<file path="src/rtl/core/fbfl_pkg.sv">
// Shared types and constants of the fixed-size block free-list allocator.
// Holds the beat structs, operation and status codes and the sequencer states.
// Depends on nothing; every other file of the block imports it.
package fbfl_pkg;

  // Field widths, fixed by the interface.
  localparam int unsigned OFFSET_W   = 20;
  localparam int unsigned INDEX_W    = 8;
  localparam int unsigned SIZE_W     = 13;
  localparam int unsigned COUNT_W    = 8;
  localparam int unsigned PROD_W     = 21;
  localparam int unsigned REM_W      = 14;
  localparam int unsigned CFG_IDX_W  = 1;

  // Step counts of the shared shift/add unit.
  localparam int unsigned DIV_STEPS  = 20;
  localparam int unsigned MUL_STEPS  = 8;
  localparam int unsigned STEP_CNT_W = 5;

  localparam logic [OFFSET_W-1:0] OFFSET_MAX = 20'hFFFFF;
  localparam logic [COUNT_W-1:0]  COUNT_MAX  = 8'hFF;

  typedef enum logic [1:0] {
    OP_ALLOC  = 2'd0,
    OP_FREE   = 2'd1,
    OP_REINIT = 2'd2
  } op_e;

  typedef enum logic [1:0] {
    STATUS_OK         = 2'd0,
    STATUS_EMPTY      = 2'd1,
    STATUS_BAD_OFFSET = 2'd2
  } status_e;

  typedef enum logic [CFG_IDX_W-1:0] {
    CFG_BLOCK_SIZE  = 1'b0,
    CFG_BLOCK_COUNT = 1'b1
  } cfg_reg_e;

  typedef enum logic [1:0] {
    S_IDLE,
    S_ALLOC,
    S_FREE,
    S_RESP
  } state_e;

  typedef enum logic {
    MODE_MUL,
    MODE_DIV
  } arith_mode_e;

  typedef struct packed {
    logic [1:0]          operation;
    logic [OFFSET_W-1:0] release_offset;
  } in_t;

  typedef struct packed {
    logic [1:0]          status;
    logic [INDEX_W-1:0]  block_index;
    logic [OFFSET_W-1:0] byte_offset;
    logic [COUNT_W-1:0]  blocks_free;
  } out_t;

  // Request to the shared unit: dividend or multiplier in operand_a,
  // divisor or multiplicand in operand_b.
  typedef struct packed {
    logic                start;
    arith_mode_e         mode;
    logic [OFFSET_W-1:0] operand_a;
    logic [SIZE_W-1:0]   operand_b;
  } arith_req_t;

  typedef struct packed {
    logic                done;
    logic [OFFSET_W-1:0] quotient;
    logic [REM_W-1:0]    remainder;
    logic [PROD_W-1:0]   product;
  } arith_rsp_t;

endpackage

</file>
<file path="src/rtl/core/fbfl_arith_unit.sv">
// Shared shift/add unit: restoring division and shift-add multiplication.
// One 22-bit adder serves both, one bit per cycle under a step counter.
// Depends on fbfl_pkg.
module fbfl_arith_unit
  import fbfl_pkg::*;
(
  input  logic       clk_i,
  input  logic       rst_ni,
  input  arith_req_t req_i,
  output arith_rsp_t rsp_o
);

  logic                  busy_q, busy_d;
  logic                  done_q, done_d;
  logic [STEP_CNT_W-1:0] cnt_q, cnt_d;
  arith_mode_e           mode_q;
  logic [PROD_W-1:0]     acc_q, acc_d;
  logic [OFFSET_W-1:0]   sh_q, sh_d;
  logic [SIZE_W-1:0]     opb_q;

  logic [REM_W-1:0]      trial;
  logic [PROD_W-1:0]     add_a, add_b;
  logic                  sub;
  logic [PROD_W:0]       sum;
  logic                  no_borrow;
  logic                  last_step;

  // Operand selection for the one shared adder.
  always_comb begin
    trial = {acc_q[REM_W-2:0], sh_q[OFFSET_W-1]};
    if (mode_q == MODE_DIV) begin
      add_a = {{(PROD_W-REM_W){1'b0}}, trial};
      add_b = {{(PROD_W-SIZE_W){1'b0}}, opb_q};
      sub   = 1'b1;
    end else begin
      add_a = {acc_q[PROD_W-2:0], 1'b0};
      add_b = sh_q[OFFSET_W-1] ? {{(PROD_W-SIZE_W){1'b0}}, opb_q} : '0;
      sub   = 1'b0;
    end
    sum = {1'b0, add_a} + {1'b0, (sub ? ~add_b : add_b)} + {{PROD_W{1'b0}}, sub};
    no_borrow = sum[PROD_W];
  end

  // Next remainder or partial product, and the shifted operand.
  always_comb begin
    if (mode_q == MODE_DIV) begin
      acc_d = no_borrow ? {{(PROD_W-REM_W){1'b0}}, sum[REM_W-1:0]}
                        : {{(PROD_W-REM_W){1'b0}}, trial};
      sh_d  = {sh_q[OFFSET_W-2:0], no_borrow};
    end else begin
      acc_d = sum[PROD_W-1:0];
      sh_d  = {sh_q[OFFSET_W-2:0], 1'b0};
    end
    last_step = (mode_q == MODE_DIV) ? (cnt_q == STEP_CNT_W'(DIV_STEPS - 1))
                                     : (cnt_q == STEP_CNT_W'(MUL_STEPS - 1));
  end

  // Step counter and completion flag.
  always_comb begin
    busy_d = busy_q;
    done_d = 1'b0;
    cnt_d  = cnt_q;
    if (req_i.start) begin
      busy_d = 1'b1;
      cnt_d  = '0;
    end else if (busy_q) begin
      cnt_d = cnt_q + STEP_CNT_W'(1);
      if (last_step) begin
        busy_d = 1'b0;
        done_d = 1'b1;
      end
    end
  end

  always_ff @(posedge clk_i or negedge rst_ni) begin
    if (!rst_ni) begin
      busy_q <= 1'b0;
      done_q <= 1'b0;
      cnt_q  <= '0;
    end else begin
      busy_q <= busy_d;
      done_q <= done_d;
      cnt_q  <= cnt_d;
    end
  end

  // Datapath registers; loaded on start, stepped while busy.
  always_ff @(posedge clk_i) begin
    if (req_i.start) begin
      mode_q <= req_i.mode;
      acc_q  <= '0;
      sh_q   <= (req_i.mode == MODE_DIV) ? req_i.operand_a
                : {req_i.operand_a[INDEX_W-1:0], {(OFFSET_W-INDEX_W){1'b0}}};
      opb_q  <= req_i.operand_b;
    end else if (busy_q) begin
      acc_q <= acc_d;
      sh_q  <= sh_d;
    end
  end

  assign rsp_o.done      = done_q;
  assign rsp_o.quotient  = sh_q;
  assign rsp_o.remainder = acc_q[REM_W-1:0];
  assign rsp_o.product   = acc_q;

endmodule

</file>
<file path="src/rtl/core/fbfl_link_store.sv">
// Next-free link memory with one valid bit per entry.
// An entry never written since the last clear reads as its own index plus one.
// Depends on fbfl_pkg.
module fbfl_link_store
  import fbfl_pkg::*;
#(
  parameter int unsigned DEPTH = 255
) (
  input  logic               clk_i,
  input  logic               rst_ni,
  input  logic               clear_i,
  input  logic               we_i,
  input  logic [INDEX_W-1:0] waddr_i,
  input  logic [INDEX_W-1:0] wdata_i,
  input  logic [INDEX_W-1:0] raddr_i,
  output logic [INDEX_W-1:0] rdata_o
);

  localparam int unsigned AW = (DEPTH > 1) ? $clog2(DEPTH) : 1;

  logic [INDEX_W-1:0] mem_q [DEPTH];
  logic [DEPTH-1:0]   vld_q;
  logic [INDEX_W-1:0] rd_data_q;
  logic [INDEX_W-1:0] rd_addr_q;
  logic               rd_vld_q;

  // Memory write port and registered read port.
  always_ff @(posedge clk_i) begin
    if (we_i) begin
      mem_q[waddr_i[AW-1:0]] <= wdata_i;
    end
    rd_data_q <= mem_q[raddr_i[AW-1:0]];
    rd_vld_q  <= vld_q[raddr_i[AW-1:0]];
    rd_addr_q <= raddr_i;
  end

  // Valid bits: cleared at once by reset or by a rebuild of the list.
  always_ff @(posedge clk_i or negedge rst_ni) begin
    if (!rst_ni) begin
      vld_q <= '0;
    end else if (clear_i) begin
      vld_q <= '0;
    end else if (we_i) begin
      vld_q[waddr_i[AW-1:0]] <= 1'b1;
    end
  end

  assign rdata_o = rd_vld_q ? rd_data_q : rd_addr_q + INDEX_W'(1);

endmodule

</file>
<file path="src/rtl/core/fixed_block_free_list_allocator_core.sv">
// Top level of the fixed-size block free-list allocator.
// Sequencer, configuration registers and output register; uses fbfl_pkg,
// fbfl_arith_unit and fbfl_link_store.
//
//   channel  direction  handshake          beat
//   in       input      in_valid/in_stall  in_t  (operation, release_offset)
//   out      output     out_valid/out_stall out_t (status, index, offset, free)
//   cfg      input      cfg_valid/cfg_ready index and data, always ready
//
// Free runs the 20 steps of the bit-serial divider, then commits the link
// and loads the output register. Allocate runs the 8 steps of the shift-add
// multiplier on the same unit. Reinitialize, allocate when empty and the
// unused code go straight to the output register.
// Reset and reinitialize clear all link valid bits at once; no sweep.
// A stalled output holds its beat while the next item is already taken in.
module fixed_block_free_list_allocator_core
  import fbfl_pkg::*;
#(
  parameter int unsigned MAX_BLOCKS = 255
) (
  input  logic                 clk_i,
  input  logic                 rst_ni,
  input  logic                 in_valid_i,
  output logic                 in_stall_o,
  input  in_t                  in_data_i,
  output logic                 out_valid_o,
  input  logic                 out_stall_i,
  output out_t                 out_data_o,
  input  logic                 cfg_valid_i,
  output logic                 cfg_ready_o,
  input  logic [CFG_IDX_W-1:0] cfg_index_i,
  input  logic [SIZE_W-1:0]    cfg_data_i
);

  localparam logic [INDEX_W-1:0] MAX_IDX = INDEX_W'(MAX_BLOCKS);

  state_e              state_q, state_d;
  logic [SIZE_W-1:0]   block_size_q;
  logic [COUNT_W-1:0]  block_count_q;
  logic [INDEX_W-1:0]  head_q, head_d;
  logic [COUNT_W-1:0]  free_q, free_d;
  in_t                 in_q, in_d;
  out_t                res_q, res_d;
  logic                out_valid_q, out_valid_d;
  out_t                out_q, out_d;

  logic [SIZE_W-1:0]   eff_size;
  logic [COUNT_W-1:0]  eff_count;
  logic                alloc_ok;
  logic                in_accept;
  logic                free_bad;
  logic [INDEX_W-1:0]  q_idx;
  logic [COUNT_W-1:0]  count_inc;

  arith_req_t          arith_req;
  arith_rsp_t          arith_rsp;

  logic                link_clear;
  logic                link_we;
  logic [INDEX_W-1:0]  link_rdata;

  fbfl_arith_unit u_arith (
    .clk_i  (clk_i),
    .rst_ni (rst_ni),
    .req_i  (arith_req),
    .rsp_o  (arith_rsp)
  );

  fbfl_link_store #(
    .DEPTH (MAX_BLOCKS)
  ) u_links (
    .clk_i   (clk_i),
    .rst_ni  (rst_ni),
    .clear_i (link_clear),
    .we_i    (link_we),
    .waddr_i (q_idx),
    .wdata_i (head_q),
    .raddr_i (head_q),
    .rdata_o (link_rdata)
  );

  // Effective configuration values.
  assign eff_size  = (block_size_q == '0) ? SIZE_W'(1) : block_size_q;
  assign eff_count = (block_count_q > MAX_IDX) ? MAX_IDX : block_count_q;

  assign in_stall_o  = (state_q != S_IDLE);
  assign in_accept   = in_valid_i && (state_q == S_IDLE);
  assign alloc_ok    = (free_q != '0) && (head_q < MAX_IDX);
  assign cfg_ready_o = 1'b1;

  // Checks on the quotient and remainder of a free.
  assign q_idx     = arith_rsp.quotient[INDEX_W-1:0];
  assign free_bad  = (arith_rsp.remainder != '0) ||
                     (arith_rsp.quotient >= {{(OFFSET_W-COUNT_W){1'b0}}, eff_count});
  assign count_inc = (free_q == COUNT_MAX) ? free_q : free_q + COUNT_W'(1);

  // Sequencer: next state, list updates and result.
  always_comb begin
    state_d     = state_q;
    head_d      = head_q;
    free_d      = free_q;
    in_d        = in_q;
    res_d       = res_q;
    out_valid_d = out_valid_q && out_stall_i;
    out_d       = out_q;
    link_clear  = 1'b0;
    link_we     = 1'b0;
    arith_req.start     = 1'b0;
    arith_req.mode      = MODE_MUL;
    arith_req.operand_a = {{(OFFSET_W-INDEX_W){1'b0}}, head_q};
    arith_req.operand_b = eff_size;

    case (state_q)
      S_IDLE: begin
        if (in_valid_i) begin
          in_d  = in_data_i;
          res_d = '{status: STATUS_OK, block_index: '0, byte_offset: '0,
                    blocks_free: free_q};
          case (op_e'(in_data_i.operation))
            OP_ALLOC: begin
              if (alloc_ok) begin
                arith_req.start = 1'b1;
                state_d         = S_ALLOC;
              end else begin
                res_d.status = STATUS_EMPTY;
                state_d      = S_RESP;
              end
            end
            OP_FREE: begin
              arith_req.start     = 1'b1;
              arith_req.mode      = MODE_DIV;
              arith_req.operand_a = in_data_i.release_offset;
              state_d             = S_FREE;
            end
            OP_REINIT: begin
              link_clear        = 1'b1;
              head_d            = '0;
              free_d            = eff_count;
              res_d.blocks_free = eff_count;
              state_d           = S_RESP;
            end
            default: begin
              state_d = S_RESP;
            end
          endcase
        end
      end
      S_ALLOC: begin
        if (arith_rsp.done) begin
          head_d            = link_rdata;
          free_d            = free_q - COUNT_W'(1);
          res_d.block_index = head_q;
          res_d.byte_offset = arith_rsp.product[PROD_W-1] ? OFFSET_MAX
                              : arith_rsp.product[OFFSET_W-1:0];
          res_d.blocks_free = free_q - COUNT_W'(1);
          state_d           = S_RESP;
        end
      end
      S_FREE: begin
        if (arith_rsp.done) begin
          if (free_bad) begin
            res_d.status = STATUS_BAD_OFFSET;
          end else begin
            link_we           = 1'b1;
            head_d            = q_idx;
            free_d            = count_inc;
            res_d.block_index = q_idx;
            res_d.byte_offset = in_q.release_offset;
            res_d.blocks_free = count_inc;
          end
          state_d = S_RESP;
        end
      end
      S_RESP: begin
        if (!out_valid_q || !out_stall_i) begin
          out_valid_d = 1'b1;
          out_d       = res_q;
          state_d     = S_IDLE;
        end
      end
      default: begin
        state_d = S_IDLE;
      end
    endcase
  end

  // Control state and list head.
  always_ff @(posedge clk_i or negedge rst_ni) begin
    if (!rst_ni) begin
      state_q     <= S_IDLE;
      head_q      <= '0;
      free_q      <= MAX_IDX;
      out_valid_q <= 1'b0;
    end else begin
      state_q     <= state_d;
      head_q      <= head_d;
      free_q      <= free_d;
      out_valid_q <= out_valid_d;
    end
  end

  // Configuration registers.
  always_ff @(posedge clk_i or negedge rst_ni) begin
    if (!rst_ni) begin
      block_size_q  <= SIZE_W'(1);
      block_count_q <= COUNT_MAX;
    end else if (cfg_valid_i && cfg_ready_o) begin
      case (cfg_reg_e'(cfg_index_i))
        CFG_BLOCK_SIZE:  block_size_q  <= cfg_data_i;
        CFG_BLOCK_COUNT: block_count_q <= cfg_data_i[COUNT_W-1:0];
        default: begin
        end
      endcase
    end
  end

  // Payload registers.
  always_ff @(posedge clk_i) begin
    in_q  <= in_d;
    res_q <= res_d;
    out_q <= out_d;
  end

  assign out_valid_o = out_valid_q;
  assign out_data_o  = out_q;

`ifndef ASSERT_OFF
  // The shared unit only finishes while the sequencer waits for it.
  assert property (@(posedge clk_i) disable iff (!rst_ni)
    arith_rsp.done |-> (state_q == S_ALLOC || state_q == S_FREE))
    else $error("arithmetic unit finished outside a waiting state");

  // A rebuild resets the head and loads the effective count.
  assert property (@(posedge clk_i) disable iff (!rst_ni)
    (in_accept && in_data_i.operation == OP_REINIT)
    |=> (head_q == '0 && free_q == $past(eff_count)))
    else $error("rebuild left head or free count wrong");

  // A completed allocation takes exactly one block off the count.
  assert property (@(posedge clk_i) disable iff (!rst_ni)
    (state_q == S_ALLOC && arith_rsp.done) |=> (free_q == $past(free_q) - COUNT_W'(1)))
    else $error("allocation did not decrement the free count");
`endif

endmodule

</file>
<file path="config.mk">
export PLATFORM = sky130hd
export DESIGN_NAME = fixed_block_free_list_allocator_core
export DESIGN_NICKNAME = d
export VERILOG_FILES = /design/src/rtl/core/fbfl_pkg.sv /design/src/rtl/core/fbfl_arith_unit.sv /design/src/rtl/core/fbfl_link_store.sv /design/src/rtl/core/fixed_block_free_list_allocator_core.sv
export SDC_FILE = /design/constraint.sdc
export NUM_CORES = 2
export LEC_CHECK = 0
export ABC_AREA = 1
export ABC_CLOCK_PERIOD_IN_PS = 6050
export CELL_PAD_IN_SITES_DETAIL_PLACEMENT = 0
export CELL_PAD_IN_SITES_GLOBAL_PLACEMENT = 1
export CORE_ASPECT_RATIO = 1.5
export CORE_MARGIN = 2
export CORE_UTILIZATION = 48
export CTS_BUF_LIST = sky130_fd_sc_hd__clkbuf_8
export DETAILED_ROUTE_END_ITERATION = 10
export DONT_BUFFER_PORTS = 1
export GPL_TIMING_DRIVEN = 0
export PLACE_DENSITY_LB_ADDON = 0.1
export SETUP_SLACK_MARGIN = 0.02
export SLEW_MARGIN = 20
export SYNTH_ARGS = -nofsm -noshare
export SYNTH_HDL_FRONTEND = slang
export SYNTH_SLANG_ARGS = --single-unit
</file>
<file path="constraint.sdc">
create_clock -name clk_i -period 6.05 [get_ports clk_i]
set_input_delay 0.3025 -clock clk_i [delete_from_list [all_inputs] [get_ports clk_i]]
set_output_delay 0.3025 -clock clk_i [all_outputs]
set_load 0.05 [all_outputs]
</file>
After elaboration in Yosys (flattened, before gate mapping)
Memory sizes are Yosys's and may differ from the RTL's. A register that Yosys moved wholly into a read port is not among the register bits.
Cells that the tools add are included.
{ "word_totals": {"reg_bits": 462, "ramBits": 2040, "output_inout_bits": 41, "word_cells": 155, "mem_count": 1} }
{ "memory_table": {"columns": ["name", "words", "word_bits", "read_ports", "rd_clocked_by_memory_dff", "wr", "line_no", "source"], "rows": [
  ["u_links.mem_q", 255, 8, 1, 1, 1, "fbfl_link_store.sv:21", "logic [INDEX_W-1:0] mem_q [DEPTH];"]
]} }
{ "classes": {"add_sub_neg": 6, "order_cmp": 6, "eq_ne": 16, "mux": 72, "bitwise": 3, "reduce_logical": 26} }
{ "ops": {"columns": ["cell", "count"], "rows": [
  ["2-to-1 mux 255 bit", 2],
  ["OR 255 bit", 1],
  ["case mux 36 bit (3 select lines)", 1],
  ["2-to-1 mux 21 bit", 5],
  ["2-to-1 mux 8 bit", 13],
  ["2-to-1 mux 20 bit", 4],
  ["2-to-1 mux 38 bit", 2],
  ["2-to-1 mux 36 bit", 2],
  ["case mux 8 bit (3 select lines)", 2],
  ["2-to-1 mux 22 bit", 2],
  ["2-to-1 mux 1 bit", 24],
  ["adder 21 x 21 -> 22 bit", 1],
  ["adder 22 x 1 -> 22 bit", 1],
  ["NOT 21 bit", 1],
  ["greater-or-equal comparator 20 x 8 -> 1 bit", 1],
  ["less-than comparator 8 x 9 -> 1 bit, second input constant", 2],
  ["adder 8 x 1 -> 8 bit, second input constant", 2],
  ["2-to-1 mux 14 bit", 1],
  ["nonzero test 14 bit", 1],
  ["zero test 13 bit", 1],
  ["2-to-1 mux 13 bit", 1],
  ["2-to-1 mux 2 bit", 5],
  ["2-to-1 mux 5 bit", 2],
  ["binary-select mux 1 bit (select 8 bit)", 1],
  ["30 further kinds", 51]
]} }

Logic depth before layout (Yosys ltp)
{ "depth": {"depth_word": 9, "ltp_mapped": 21, "depth_no_buf": 17} }

Hierarchy
Synthesis repeated with hierarchy kept, for this count alone.
{ "hier_totals": {"hier_cells": 9660, "hier_area_um2": 104959.4} }
{ "by_module_without_submodules": {"columns": ["module", "instances", "cells_each", "area_per_inst_um2", "seq_area_each_um2"], "rows": [
  ["fbfl_link_store", 1, 8439, 94431.8, 67980.2],
  ["fixed_block_free_list_allocator_core", 1, 660, 6487.5, 3905.0],
  ["fbfl_arith_unit", 1, 561, 4040.1, 1616.6]
]} }

Worst setup path before layout
OpenSTA, ideal clock, no wires.
{ "synth_path": {"path_type": "flip-flop to flip-flop", "startpoint": "register head_q[2]", "endpoint": "register u_arith.acc_q[13]", "setup_ns": 0.058, "arrival_ns": 5.737, "required_ns": 5.992, "slack_ns": 0.255, "stages_incl_launch_ff": 12, "n_path_buf": 1, "path_cell_list": "dfrtp_1 nand2_1 inv_2 nand4_1 nand2_1 nand2_1 nand3_2 nand2_1 inv_1 buf_4 nand2_1 nand2_1"} }
{ "synth_via": {"elab_chain_len": 6} }
{ "synth_rtl": {"columns": ["element", "line_no", "source"], "rows": [
  ["start, declared", "fixed_block_free_list_allocator_core.sv:40", "logic [INDEX_W-1:0] head_q, head_d;"],
  ["start signal, assigned", "fixed_block_free_list_allocator_core.sv:191", "head_q <= '0;"],
  ["start signal, assigned", "fixed_block_free_list_allocator_core.sv:196", "head_q <= head_d;"],
  ["less-than comparator 8 bit", "fixed_block_free_list_allocator_core.sv:88", "assign alloc_ok = (free_q != '0) && (head_q < MAX_IDX);"],
  ["logical AND 1 bit", "fixed_block_free_list_allocator_core.sv:88", null],
  ["2-to-1 mux 1 bit", "fixed_block_free_list_allocator_core.sv:121", "if (alloc_ok) begin"],
  ["case mux 1 bit (2 select lines)", "fixed_block_free_list_allocator_core.sv:119", "case (op_e'(in_data_i.operation))"],
  ["2-to-1 mux 22 bit", "fixed_block_free_list_allocator_core.sv:115", "if (in_valid_i) begin"],
  ["2-to-1 mux 22 bit", "fixed_block_free_list_allocator_core.sv:113", "case (state_q)"],
  ["end signal, assigned", "fbfl_arith_unit.sv:91", "acc_q <= '0;"],
  ["end signal, assigned", "fbfl_arith_unit.sv:96", "acc_q <= acc_d;"],
  ["end, declared", "fbfl_arith_unit.sv:17", "logic [PROD_W-1:0] acc_q, acc_d;"]
]} }
Every way passes these cells.
A chain may end at the register's enable or synchronous reset.

==> results.sh <==
export IMPL_run_status="finished, violations left"
export IMPL_failed_checks="negative setup slack"
export IMPL_required_ps=7020
export IMPL_critPathMaxFanout=67
export IMPL_cts_tree="yes"
export IMPL_final_max_slew_violation_count=0
export IMPL_drt_pass1_iterations=7
export IMPL_syn_inst=11400
export IMPL_track_usage=0.440
export IMPL_yosys_register_bits=2510
export IMPL_clk_latency_ps=1110
export IMPL_utilization=0.543
export IMPL_slew_headroom=0.114
export IMPL_synth_edff_count=2170
export IMPL_power_leakage_nw=52.2
export IMPL_wl_mm=531
export IMPL_synth_main_ff_cell="edfxtp_1"
export IMPL_hold_viol_final=0
export IMPL_core_um2=232000
export IMPL_gp_congestion=1.04
export IMPL_path_class="reg -> reg"
export IMPL_dieHeight_um=595
export IMPL_crit_start="head_q[0]$_DFFE_PN0P_"
export IMPL_synth_async_sr_flop_share=0.120
export IMPL_vias=92500
export IMPL_grt_max_degree=303
export IMPL_nFillCells=21000
export IMPL_synth_yosys_seq_area_share=0.657
export IMPL_synth_top_area_cell="edfxtp_1"
export IMPL_clock_path_buffers=4
export IMPL_syn_avg_cell_area_um2=9.84
export IMPL_cts_root_buf="clkbuf_8"
export IMPL_cp_arrival_ps=7240
export IMPL_postRouteAntennaNets=0
export IMPL_rows=217
export IMPL_critPathLaunchType="flop"
export IMPL_drc=0
export IMPL_hold_class="in -> reg"
export IMPL_cts_sinks=2510
export IMPL_finalNetCount=12000
export IMPL_worst_setup_hold_path_clk_slew_ps=70
export IMPL_syn_num_nets=11400
export IMPL_io_buffer_count=0
export IMPL_die_x_um=398
export IMPL_setup_viol=5
export IMPL_syn_area_um2=112000
export IMPL_synth_most_common_cell="nand2_1"
export IMPL_yosysWarnings=0
export IMPL_worst_setup_path_end_kind="flop"
export IMPL_multiInputGateArea_um2=31100
export IMPL_first_global_vias=86300
export IMPL_r2r_start="head_q[0]$_DFFE_PN0P_"
export IMPL_vias_per_cell=6.03
export IMPL_maxCapViolations=0
export IMPL_ir_drop_mv=0.265
export IMPL_drive_above_1_share=0.0887
export IMPL_fin_ws_ps=-219
export IMPL_overflow=0
export IMPL_finClkSkew_ps=59.9
export IMPL_netlist_top_cells_count="nand2_1 (3584), edfxtp_1 (2170), inv_1 (1099)"
export IMPL_fin_crit_sh=1.04
export IMPL_ys_types=52
export IMPL_tns_ps=-537
export IMPL_yosys_area_top_type_share=0.583
export IMPL_holdCritStartpoint="out_stall_i"
export IMPL_grt_pass1_wl_mm=706
export IMPL_area_delta_synth_final_pct=12.9
export IMPL_ioPinCount=82
export IMPL_grt_antenna_before_repair=60
export IMPL_wl_per_cell_um=34.6
export IMPL_htreeDepth=5
export IMPL_numCtsBuffers=390
export IMPL_power_density_nw_per_um2=442
export IMPL_fmax_mhz=160
export IMPL_drt_initial_drc_count=13200
export IMPL_tightestPinTransition_ps=1330
export IMPL_dp_final_hpwl_mm=378
export IMPL_dieArea_um2=237000
export IMPL_rsz0062_at_grt="no"
export IMPL_start_util=0.481
export IMPL_synth_area_leaders="edfxtp_1 (58%), nand2_1 (12%), dfrtp_1 (6.4%)"
export IMPL_min_period_ps=6270
export IMPL_regArea_um2=73500
## cells in the final DEF (no fill, tap or decap), types with 46 or more instances in the layout
cell type         n
buf_2           251
nand2_1        3583
clkbuf_1        263
dlygate4sd3_1    75
nand3_1        1004
o21bai_1        107
diode_2          46
clkinv_2         50
buf_16           54
o21ai_0         395
nor2_1          987
clkbuf_8        411
clkbuf_2        105
edfxtp_1       2170
dfrtp_1         277
inv_1          1216
buf_1            59
clkinv_1         94
a21oi_1         263
nand4_1         430
## worst max-delay path, cell delays in order, from the launching register on
cell and delay [ps]:
dfrtp_4 710, buf_16 280, buf_16 270, buf_12 230
buf_4 280, nor2_2 570, buf_2 570, clkbuf_1 810
nand2_1 100, nand4_1 140, nand3_1 280, nand2_1 170
nand3_1 230, nand2_1 150, nand2_1 50, nand2_1 120
clkinvlp_4 490, nand2_1 440
## cells by family after synthesis
| logic type | synth area share |
|---|---|
| AND/OR/NAND/NOR | 0.230 |
| multiplexers | 0.000503 |
| other | 0.0000335 |
| adder cells (fa/ha/maj) | 0.00342 |
| AO/OA/AOI/OAI | 0.0425 |
| XOR/XNOR | 0.00117 |
| flip-flops | 0.657 |
| buffers and inverters | 0.0656 |
## worst paths after layout
| check | to | slack [ps] | cells past startpoint |
|---|---|---|---|
| max in group asynchronous | u_links.vld_q[150]$_DFFE_PN0P_ | 4380 | 4 |
| min in group asynchronous | u_links.vld_q[34]$_DFFE_PN0P_ | 300 | 3 |
| max | u_links.rd_data_q[6]$_DFF_P_ | -220 | 17 |
| min reg2reg | out_data_o[17]$_DFFE_PP_ | 420 | 0 |
| min | out_valid_o$_DFF_PN0_ | 10 | 3 |
| max reg2reg | u_links.rd_data_q[6]$_DFF_P_ | -220 | 17 |
## final cells by class
cell class,count,share of cell area
sequential,2510,0.583
timing repair buffer,158,0.0222
clock inverter,292,0.0133
tap,3066,0.0304
buffer,723,0.0267
multi-input combinational,7025,0.246
clock buffer,411,0.0448
antenna,46,0.000912
inverter,1107,0.0330
## power breakdown
part	total [mW]	switching, mW	internal [mW]	leakage (nW)
combinational	19.8	15.8	4.04	23.5
clock	14.2	7.20	7.01	4.20
sequential	21.7	1.09	20.6	24.5
## what timing repair did
| item | CTS | global route |
|---|---|---|
| resized for setup | 1 | 19 |
| hold buffers | 73 | 4 |
| endpoints found under the hold margin | 453 | 294 |
| buffers inserted | 0 | 1 |
| endpoints found under the setup margin | 3 | 3 |
## flip-flops by register name (all words and copies together), names as in the netlist, 2 cells and up
register           flops
u_links.rd_addr_q      8
u_links.mem_q       2040
u_arith.opb_q         13
out_data_o            38
free_q                 8
block_size_q          13
in_q                  20
u_arith.sh_q          20
u_links.rd_data_q      8
state_q                2
u_arith.acc_q         21
u_links.vld_q        255
u_arith.cnt_q          5
head_q                 8
res_q                 38
block_count_q          8
## layer usage
metal	vias to the layer above	GRT usage	share of wire
li1	39000	-	-
met4	36	0.411	0.11
met1	44700	0.501	0.33
met5	-	0	0.00044
met3	1995	0.124	0.11
met2	6696	0.668	0.44
## through the flow
stage	total power [mW]	setup WS [ps]	instances	hold WS [ps]	cell area, um^2
2_1_floorplan	30.3	255	11400	6.91	112000
3_3_place_gp	46.5	-9390	14400	29.2	116000
3_5_place_dp	40.7	-42.4	14500	14.2	118000
4_1_cts	54.6	129	15300	-1130	126000
5_1_grt	56.6	25.7	15300	20.6	126000
6_report	55.8	-219	15300	14.9	126000
(Power assumes the default switching activity.)
